===== src/rtl/core/crcpf_pkg.sv =====
// Shared types, codes and the CRC byte update for the CRC-16 packet framer.
package crcpf_pkg;

  localparam int unsigned MAX_PAYLOAD = 64;

  localparam logic [15:0] CRC_INIT = 16'hFFFF;
  localparam logic [15:0] CRC_POLY = 16'h1021;
  localparam logic [7:0]  SYNC_FIRST_RESET = 8'hAA;
  localparam logic [7:0]  SYNC_SECOND_RESET = 8'h55;

  localparam logic CFG_SYNC_FIRST = 1'b0;
  localparam logic CFG_SYNC_SECOND = 1'b1;

  localparam logic REQ_HEADER = 1'b0;
  localparam logic REQ_PAYLOAD = 1'b1;

  typedef enum logic [1:0] {
    ST_OK           = 2'd0,
    ST_TOO_LONG     = 2'd1,
    ST_NOT_OPEN     = 2'd2,
    ST_ALREADY_OPEN = 2'd3
  } status_e;

  typedef enum logic [2:0] {
    STEP_FIRST,
    STEP_SYNC2,
    STEP_TYPE,
    STEP_LEN,
    STEP_CRC_LO,
    STEP_CRC_HI
  } step_e;

  typedef struct packed {
    logic       req_type;
    logic [7:0] packet_type;
    logic [7:0] payload_length;
    logic [7:0] data_byte;
  } in_t;

  typedef struct packed {
    logic [7:0] out_byte;
    status_e    status;
    logic       last;
  } out_t;

  function automatic logic [15:0] crc_feed(input logic [15:0] crc, input logic [7:0] data);
    logic [15:0] c;
    c = crc ^ {data, 8'h00};
    for (int b = 0; b < 8; b++) begin
      if (c[15]) begin
        c = {c[14:0], 1'b0} ^ CRC_POLY;
      end else begin
        c = {c[14:0], 1'b0};
      end
    end
    return c;
  endfunction

endpackage


===== src/rtl/core/crcpf_out_reg.sv =====
// Output register holding one framed result until it is taken.
module crcpf_out_reg (
  input  logic            clk_i,
  input  logic            rst_ni,
  input  logic            push_i,
  input  crcpf_pkg::out_t push_data_i,
  output logic            free_o,
  output logic            out_valid_o,
  input  logic            out_ready_i,
  output crcpf_pkg::out_t out_data_o
);

  logic            vld_q, vld_d;
  crcpf_pkg::out_t data_q;

  assign free_o = !vld_q || out_ready_i;
  assign vld_d  = push_i || (vld_q && !out_ready_i);

  always_ff @(posedge clk_i or negedge rst_ni) begin
    if (!rst_ni) begin
      vld_q <= 1'b0;
    end else begin
      vld_q <= vld_d;
    end
  end

  always_ff @(posedge clk_i) begin
    if (push_i) begin
      data_q <= push_data_i;
    end
  end

  assign out_valid_o = vld_q;
  assign out_data_o  = data_q;

endmodule


===== src/rtl/core/crcpf_seq.sv =====
// Input holding register and framing sequencer with running CRC and packet state.
module crcpf_seq #(
  parameter int unsigned MaxPayload = crcpf_pkg::MAX_PAYLOAD
) (
  input  logic            clk_i,
  input  logic            rst_ni,
  input  logic [7:0]      sync_first_i,
  input  logic [7:0]      sync_second_i,
  input  logic            in_valid_i,
  output logic            in_ready_o,
  input  crcpf_pkg::in_t  in_data_i,
  input  logic            free_i,
  output logic            push_o,
  output crcpf_pkg::out_t push_data_o
);

  localparam logic [7:0] MaxLen = 8'(MaxPayload);

  crcpf_pkg::in_t   item_q;
  logic             item_vld_q, item_vld_d;
  crcpf_pkg::step_e step_q, step_d;
  logic [15:0]      crc_q, crc_d;
  logic [7:0]       left_q, left_d;
  logic             open_q, open_d;

  crcpf_pkg::out_t  res;
  logic             adv;
  logic             take;
  logic [7:0]       left_dec;
  logic             too_long;

  assign adv      = item_vld_q && free_i;
  assign in_ready_o = !item_vld_q || (adv && res.last);
  assign take     = in_valid_i && in_ready_o;
  assign left_dec = left_q - 8'd1;
  assign too_long = item_q.payload_length > MaxLen;

  always_comb begin
    res = '{out_byte: 8'h00, status: crcpf_pkg::ST_OK, last: 1'b0};
    unique case (step_q)
      crcpf_pkg::STEP_FIRST: begin
        if (item_q.req_type == crcpf_pkg::REQ_HEADER) begin
          if (open_q) begin
            res.status = crcpf_pkg::ST_ALREADY_OPEN;
            res.last   = 1'b1;
          end else if (too_long) begin
            res.status = crcpf_pkg::ST_TOO_LONG;
            res.last   = 1'b1;
          end else begin
            res.out_byte = sync_first_i;
          end
        end else begin
          if (!open_q) begin
            res.status = crcpf_pkg::ST_NOT_OPEN;
            res.last   = 1'b1;
          end else begin
            res.out_byte = item_q.data_byte;
            res.last     = (left_dec != 8'd0);
          end
        end
      end
      crcpf_pkg::STEP_SYNC2:  res.out_byte = sync_second_i;
      crcpf_pkg::STEP_TYPE:   res.out_byte = item_q.packet_type;
      crcpf_pkg::STEP_LEN: begin
        res.out_byte = item_q.payload_length;
        res.last     = (item_q.payload_length != 8'd0);
      end
      crcpf_pkg::STEP_CRC_LO: res.out_byte = crc_q[7:0];
      crcpf_pkg::STEP_CRC_HI: begin
        res.out_byte = crc_q[15:8];
        res.last     = 1'b1;
      end
      default: res = '{out_byte: 8'h00, status: crcpf_pkg::ST_OK, last: 1'b1};
    endcase
  end

  always_comb begin
    step_d     = step_q;
    crc_d      = crc_q;
    left_d     = left_q;
    open_d     = open_q;
    item_vld_d = item_vld_q;
    if (adv) begin
      unique case (step_q)
        crcpf_pkg::STEP_FIRST: begin
          if (res.status == crcpf_pkg::ST_OK) begin
            if (item_q.req_type == crcpf_pkg::REQ_HEADER) begin
              crc_d  = crcpf_pkg::crc_feed(crcpf_pkg::CRC_INIT, res.out_byte);
              step_d = crcpf_pkg::STEP_SYNC2;
            end else begin
              crc_d  = crcpf_pkg::crc_feed(crc_q, res.out_byte);
              left_d = left_dec;
              if (left_dec == 8'd0) begin
                step_d = crcpf_pkg::STEP_CRC_LO;
              end
            end
          end
        end
        crcpf_pkg::STEP_SYNC2: begin
          crc_d  = crcpf_pkg::crc_feed(crc_q, res.out_byte);
          step_d = crcpf_pkg::STEP_TYPE;
        end
        crcpf_pkg::STEP_TYPE: begin
          crc_d  = crcpf_pkg::crc_feed(crc_q, res.out_byte);
          step_d = crcpf_pkg::STEP_LEN;
        end
        crcpf_pkg::STEP_LEN: begin
          crc_d = crcpf_pkg::crc_feed(crc_q, res.out_byte);
          if (item_q.payload_length == 8'd0) begin
            step_d = crcpf_pkg::STEP_CRC_LO;
          end else begin
            left_d = item_q.payload_length;
            open_d = 1'b1;
            step_d = crcpf_pkg::STEP_FIRST;
          end
        end
        crcpf_pkg::STEP_CRC_LO: step_d = crcpf_pkg::STEP_CRC_HI;
        crcpf_pkg::STEP_CRC_HI: begin
          crc_d  = crcpf_pkg::CRC_INIT;
          left_d = 8'd0;
          open_d = 1'b0;
          step_d = crcpf_pkg::STEP_FIRST;
        end
        default: step_d = crcpf_pkg::STEP_FIRST;
      endcase
      if (res.last) begin
        item_vld_d = 1'b0;
      end
    end
    if (take) begin
      item_vld_d = 1'b1;
    end
  end

  always_ff @(posedge clk_i or negedge rst_ni) begin
    if (!rst_ni) begin
      item_vld_q <= 1'b0;
      step_q     <= crcpf_pkg::STEP_FIRST;
      crc_q      <= crcpf_pkg::CRC_INIT;
      left_q     <= 8'd0;
      open_q     <= 1'b0;
    end else begin
      item_vld_q <= item_vld_d;
      step_q     <= step_d;
      crc_q      <= crc_d;
      left_q     <= left_d;
      open_q     <= open_d;
    end
  end

  always_ff @(posedge clk_i) begin
    if (take) begin
      item_q <= in_data_i;
    end
  end

  assign push_o      = adv;
  assign push_data_o = res;

endmodule


===== src/rtl/core/crc16_packet_framer.sv =====
// Top level of the CRC-16 packet framer: sync registers, sequencer and output register.
//
//   channel  direction  handshake               payload
//   in       input      in_valid_i/in_ready_o   in_data_i  (crcpf_pkg::in_t)
//   out      output     out_valid_o/out_ready_i out_data_o (crcpf_pkg::out_t)
//   cfg      input      cfg_we_i                cfg_idx_i, cfg_data_i
//
// One result leaves per cycle while the output register is free; an item gives one result
// for a payload byte or an error, three for the last payload byte, four or six
// for a header. The sequencer steps and the single output register set this rate.
// Reset clears the packet state, loads the CRC with 0xFFFF and the sync bytes with
// 0xAA and 0x55. A stalled output holds its result while the next item waits.
module crc16_packet_framer #(
  parameter int unsigned MaxPayload = crcpf_pkg::MAX_PAYLOAD
) (
  input  logic            clk_i,
  input  logic            rst_ni,
  input  logic            cfg_we_i,
  input  logic            cfg_idx_i,
  input  logic [7:0]      cfg_data_i,
  input  logic            in_valid_i,
  output logic            in_ready_o,
  input  crcpf_pkg::in_t  in_data_i,
  output logic            out_valid_o,
  input  logic            out_ready_i,
  output crcpf_pkg::out_t out_data_o
);

  logic [7:0]      sync_first_q;
  logic [7:0]      sync_second_q;
  logic            free;
  logic            push;
  crcpf_pkg::out_t push_data;

  always_ff @(posedge clk_i or negedge rst_ni) begin
    if (!rst_ni) begin
      sync_first_q  <= crcpf_pkg::SYNC_FIRST_RESET;
      sync_second_q <= crcpf_pkg::SYNC_SECOND_RESET;
    end else if (cfg_we_i) begin
      unique case (cfg_idx_i)
        crcpf_pkg::CFG_SYNC_FIRST:  sync_first_q  <= cfg_data_i;
        crcpf_pkg::CFG_SYNC_SECOND: sync_second_q <= cfg_data_i;
        default: sync_first_q <= sync_first_q;
      endcase
    end
  end

  crcpf_seq #(
    .MaxPayload(MaxPayload)
  ) u_seq (
    .clk_i        (clk_i),
    .rst_ni       (rst_ni),
    .sync_first_i (sync_first_q),
    .sync_second_i(sync_second_q),
    .in_valid_i   (in_valid_i),
    .in_ready_o   (in_ready_o),
    .in_data_i    (in_data_i),
    .free_i       (free),
    .push_o       (push),
    .push_data_o  (push_data)
  );

  crcpf_out_reg u_out_reg (
    .clk_i      (clk_i),
    .rst_ni     (rst_ni),
    .push_i     (push),
    .push_data_i(push_data),
    .free_o     (free),
    .out_valid_o(out_valid_o),
    .out_ready_i(out_ready_i),
    .out_data_o (out_data_o)
  );

endmodule


===== config.mk =====
export PLATFORM = sky130hd
export DESIGN_NAME = crc16_packet_framer
export DESIGN_NICKNAME = d
export VERILOG_FILES = /design/src/rtl/core/crcpf_pkg.sv /design/src/rtl/core/crcpf_out_reg.sv /design/src/rtl/core/crcpf_seq.sv /design/src/rtl/core/crc16_packet_framer.sv
export SDC_FILE = /design/constraint.sdc
export NUM_CORES = 1
export LEC_CHECK = 0
export BUFFER_PORTS_ARGS = -buffer_cell sky130_fd_sc_hd__clkbuf_2
export CORE_ASPECT_RATIO = 1.75
export CORE_MARGIN = 5
export CORE_UTILIZATION = 53
export DETAILED_ROUTE_END_ITERATION = 12
export GPL_ROUTABILITY_DRIVEN = 0
export PLACE_DENSITY = 0.76
export SLEW_MARGIN = 30
export SYNTH_ARGS = -nofsm -noshare
export SYNTH_HDL_FRONTEND = slang
export SYNTH_HIERARCHICAL = 1
export SYNTH_SLANG_ARGS = --single-unit

===== constraint.sdc =====
create_clock -name clk_i -period 3.6 [get_ports clk_i]
set_input_delay 0.36 -clock clk_i [delete_from_list [all_inputs] [get_ports clk_i]]
set_output_delay 0.36 -clock clk_i [all_outputs]
set_load 0.01 [all_outputs]

==> run metrics <==
status finished, violations left; violated checks design-rule violations; Synth Area in Compound Gates 0.157; minimum clock period 3.24 ns; Port Buf Inserts 51; ys flop type edfxtp_1; dpl ws 0.722 ns; max-cap viol count 0; Required @ worst endpoint 3.24 ns; vias in the first global route 3608; Setup Viol. Count Final 0; CTS tree done; post-synthesis sequential area ratio 0.498; routed wire length 11.1 mm; I/O pins 52; Clock Latency Late Sink 0.34 ns; yosys synthesis warning count 6; worst vdd ir 0.548 mV; Horiz. Die Dim 80.0 µm; DRT Pass-1 Iters 10; Avg Cell Area, Syn 10.9 µm²; H-Tree Depth 3; Final Hold Fails 0; placed wire-length estimate 8.37 mm; NumNets Final 507; Final Max Slew Viols 0; grt met2 use 0.371; Slew HR 0.454; PnR Total Power 5.48 mW; mux contribution to synthesized area 0.0904; remaining antenna violation count after routing 0; Total Die Area 10600 µm²; CTS resizes 0; async set or reset register ratio after synthesis 0.561; first-pass GRT wire length 18.1 mm; met3 Use GR 0.0463; crit-path max FO 4; initial antenna violation count 0; worst setup margin 0.361 ns; Overflow after GRT 0; GR peak layer met2; Num CTS Buffers 9; CTS max path bufs 2; syn_nets 456; residual DRC count 1; setup bufs post-CTS 0; commonest cells after routing, fill and taps aside 51 x clkbuf_2, 40 x nor2_1, 36 x edfxtp_1; largest net degree at the start of global routing 33; Fmax 309 MHz; Post-Synthesis Cells 415; Vias per Instance 5.95; Mapped Area 4540 µm²; CTS root buffer clkbuf_16; starting DRC count in detailed routing 318; clock-pin slew on the worst setup and hold paths 0.06 ns; RSZ-0062 raised after global routing no; share of cells above drive strength 1 0.312; skew final 0.00704 ns; Initial Utilization 0.546; via count 3485; post-route setup TNS 0 ns; EDFF count, synth 36; largest family of logic cells by synthesized area compound AO/OA/AOI/OAI gates; count of hold-fix buffers inserted at cts 0; detailed-route wire length per cell 19.0 µm; die height 132 µm; fin crit share 0.900; unique cell type count in the Yosys netlist 64; leakage power 2.09 nW; Critical Path AT 2.88 ns; Synth Register Bits 82; met1 Track Usage GR 0.249; Synth Area in Simple Gates 0.145; crit start category flip-flop; Area Growth Syn to Fin 14.7%; Pwr per Cell Area 1050 nW/µm²; most common cell after layout, fill and taps aside clkbuf_2; GRT Total Usage 0.223; xor/xnor cell area share of the yosys netlist 0.0634; CP Class reg2out; core area 8310 µm²; crit end category output pin; Hold WC Path Type in2async; Ant. Diodes 0; row cnt 44; CTS sink cnt 82; Synth Area in Adders 0.00551; Least-Margin Pin Slew 0.819 ns
[through the flow]
step	utilization	hold slack, ns	instances	instance area (µm²)
2_1_floorplan	-	0.0644	415	4540
3_3_place_gp	0.588	0.489	570	4890
4_1_cts	0.626	0.148	586	5200
3_5_place_dp	0.588	0.506	570	4890
5_1_grt	0.626	0.186	586	5200
6_report	0.626	0.116	586	5200
[layer usage]
| layer | part of all wire | vias up | wire length [µm] |
|---|---|---|---|
| met2 | 0.53 | 153 | 5850 |
| li1 | - | 1618 | - |
| met5 | 0 | - | 0 |
| met3 | 0.047 | 53 | 528 |
| met1 | 0.37 | 1661 | 4070 |
| met4 | 0.061 | 0 | 677 |
[cell type report]
type	count	area, µm²
fillers	665	3110
flip-flops and latches	82	2260
multi-input cells	296	2100
repair buffers	60	323
clock buffers	12	268
well taps	115	144
inverters	17	63.8
clock inverters	4	47.5
[cells by family after synthesis]
family	count (synthesis)
and+or+nand+nor	118
AOI/OAI and AO/OA	109
DFF	82
buffers and inverters	37
muxes	35
xor gates and xnor gates	32
adders and majority gates	2
[worst max-delay path, stage by stage, from the launching register on]
cell and delay [ns]:
dfrtp_1 0.39, inv_1 0.10, ha_1 0.24, or3b_2 0.50, nor3_1 0.19, xor2_1 0.13
o21ai_0 0.32, nand3_1 0.14, a21boi_0 0.34, inv_1 0.07, clkbuf_2 0.13
[final timing paths]
path                                       from          endpoint  slack [ns]  cells after the start
worst min register to register  u_seq/left_q[7]   u_seq/left_q[7]        0.52                      2
max in group asynchronous                rst_ni  sync_second_q[2]        2.71                      2
min in group clk_i                in_data_i[12]  u_seq/item_q[12]        0.20                      1
worst max register to register  u_seq/left_q[0]   u_seq/item_q[6]        0.67                     10
worst max-delay path            u_seq/left_q[0]        in_ready_o        0.36                     10
worst min-delay path                     rst_ni   u_seq/step_q[2]        0.12                      1
[flip-flops by register name, indices dropped and copies added (netlist names)]
| register | flops |
|---|---|
| sync_first_q | 8 |
| sync_second_q | 8 |
| u_out_reg/out_data_o | 11 |
| u_out_reg/out_valid_o | 1 |
| u_seq/crc_q | 16 |
| u_seq/item_q | 25 |
| u_seq/item_vld_q | 1 |
| u_seq/left_q | 8 |
| u_seq/open_q | 1 |
| u_seq/step_q | 3 |
[report_power, final]
group	leakage, nW	internal, mW	total (mW)	switching (mW)
Sequential	0.860	1.47	1.79	0.328
Combinational	1.07	1.15	2.74	1.60
Clock	0.155	0.596	0.947	0.351
Total	2.09	3.21	5.48	2.27
[synthesized netlist by cell type, drive strengths merged (11+ instances only)]
master / n / share of area
a211oi: 11 / 0.018
a21oi: 26 / 0.030
buf: 11 / 0.016
dfrtp: 22 / 0.12
dfstp: 24 / 0.14
edfxtp: 36 / 0.24
inv: 17 / 0.014
mux2: 21 / 0.060
mux2i: 14 / 0.031
nand2: 17 / 0.015
nor2: 42 / 0.036
o21ai: 31 / 0.037
xnor2: 19 / 0.038
xor2: 13 / 0.025
Note: power is estimated with default switching activity, not from simulation.
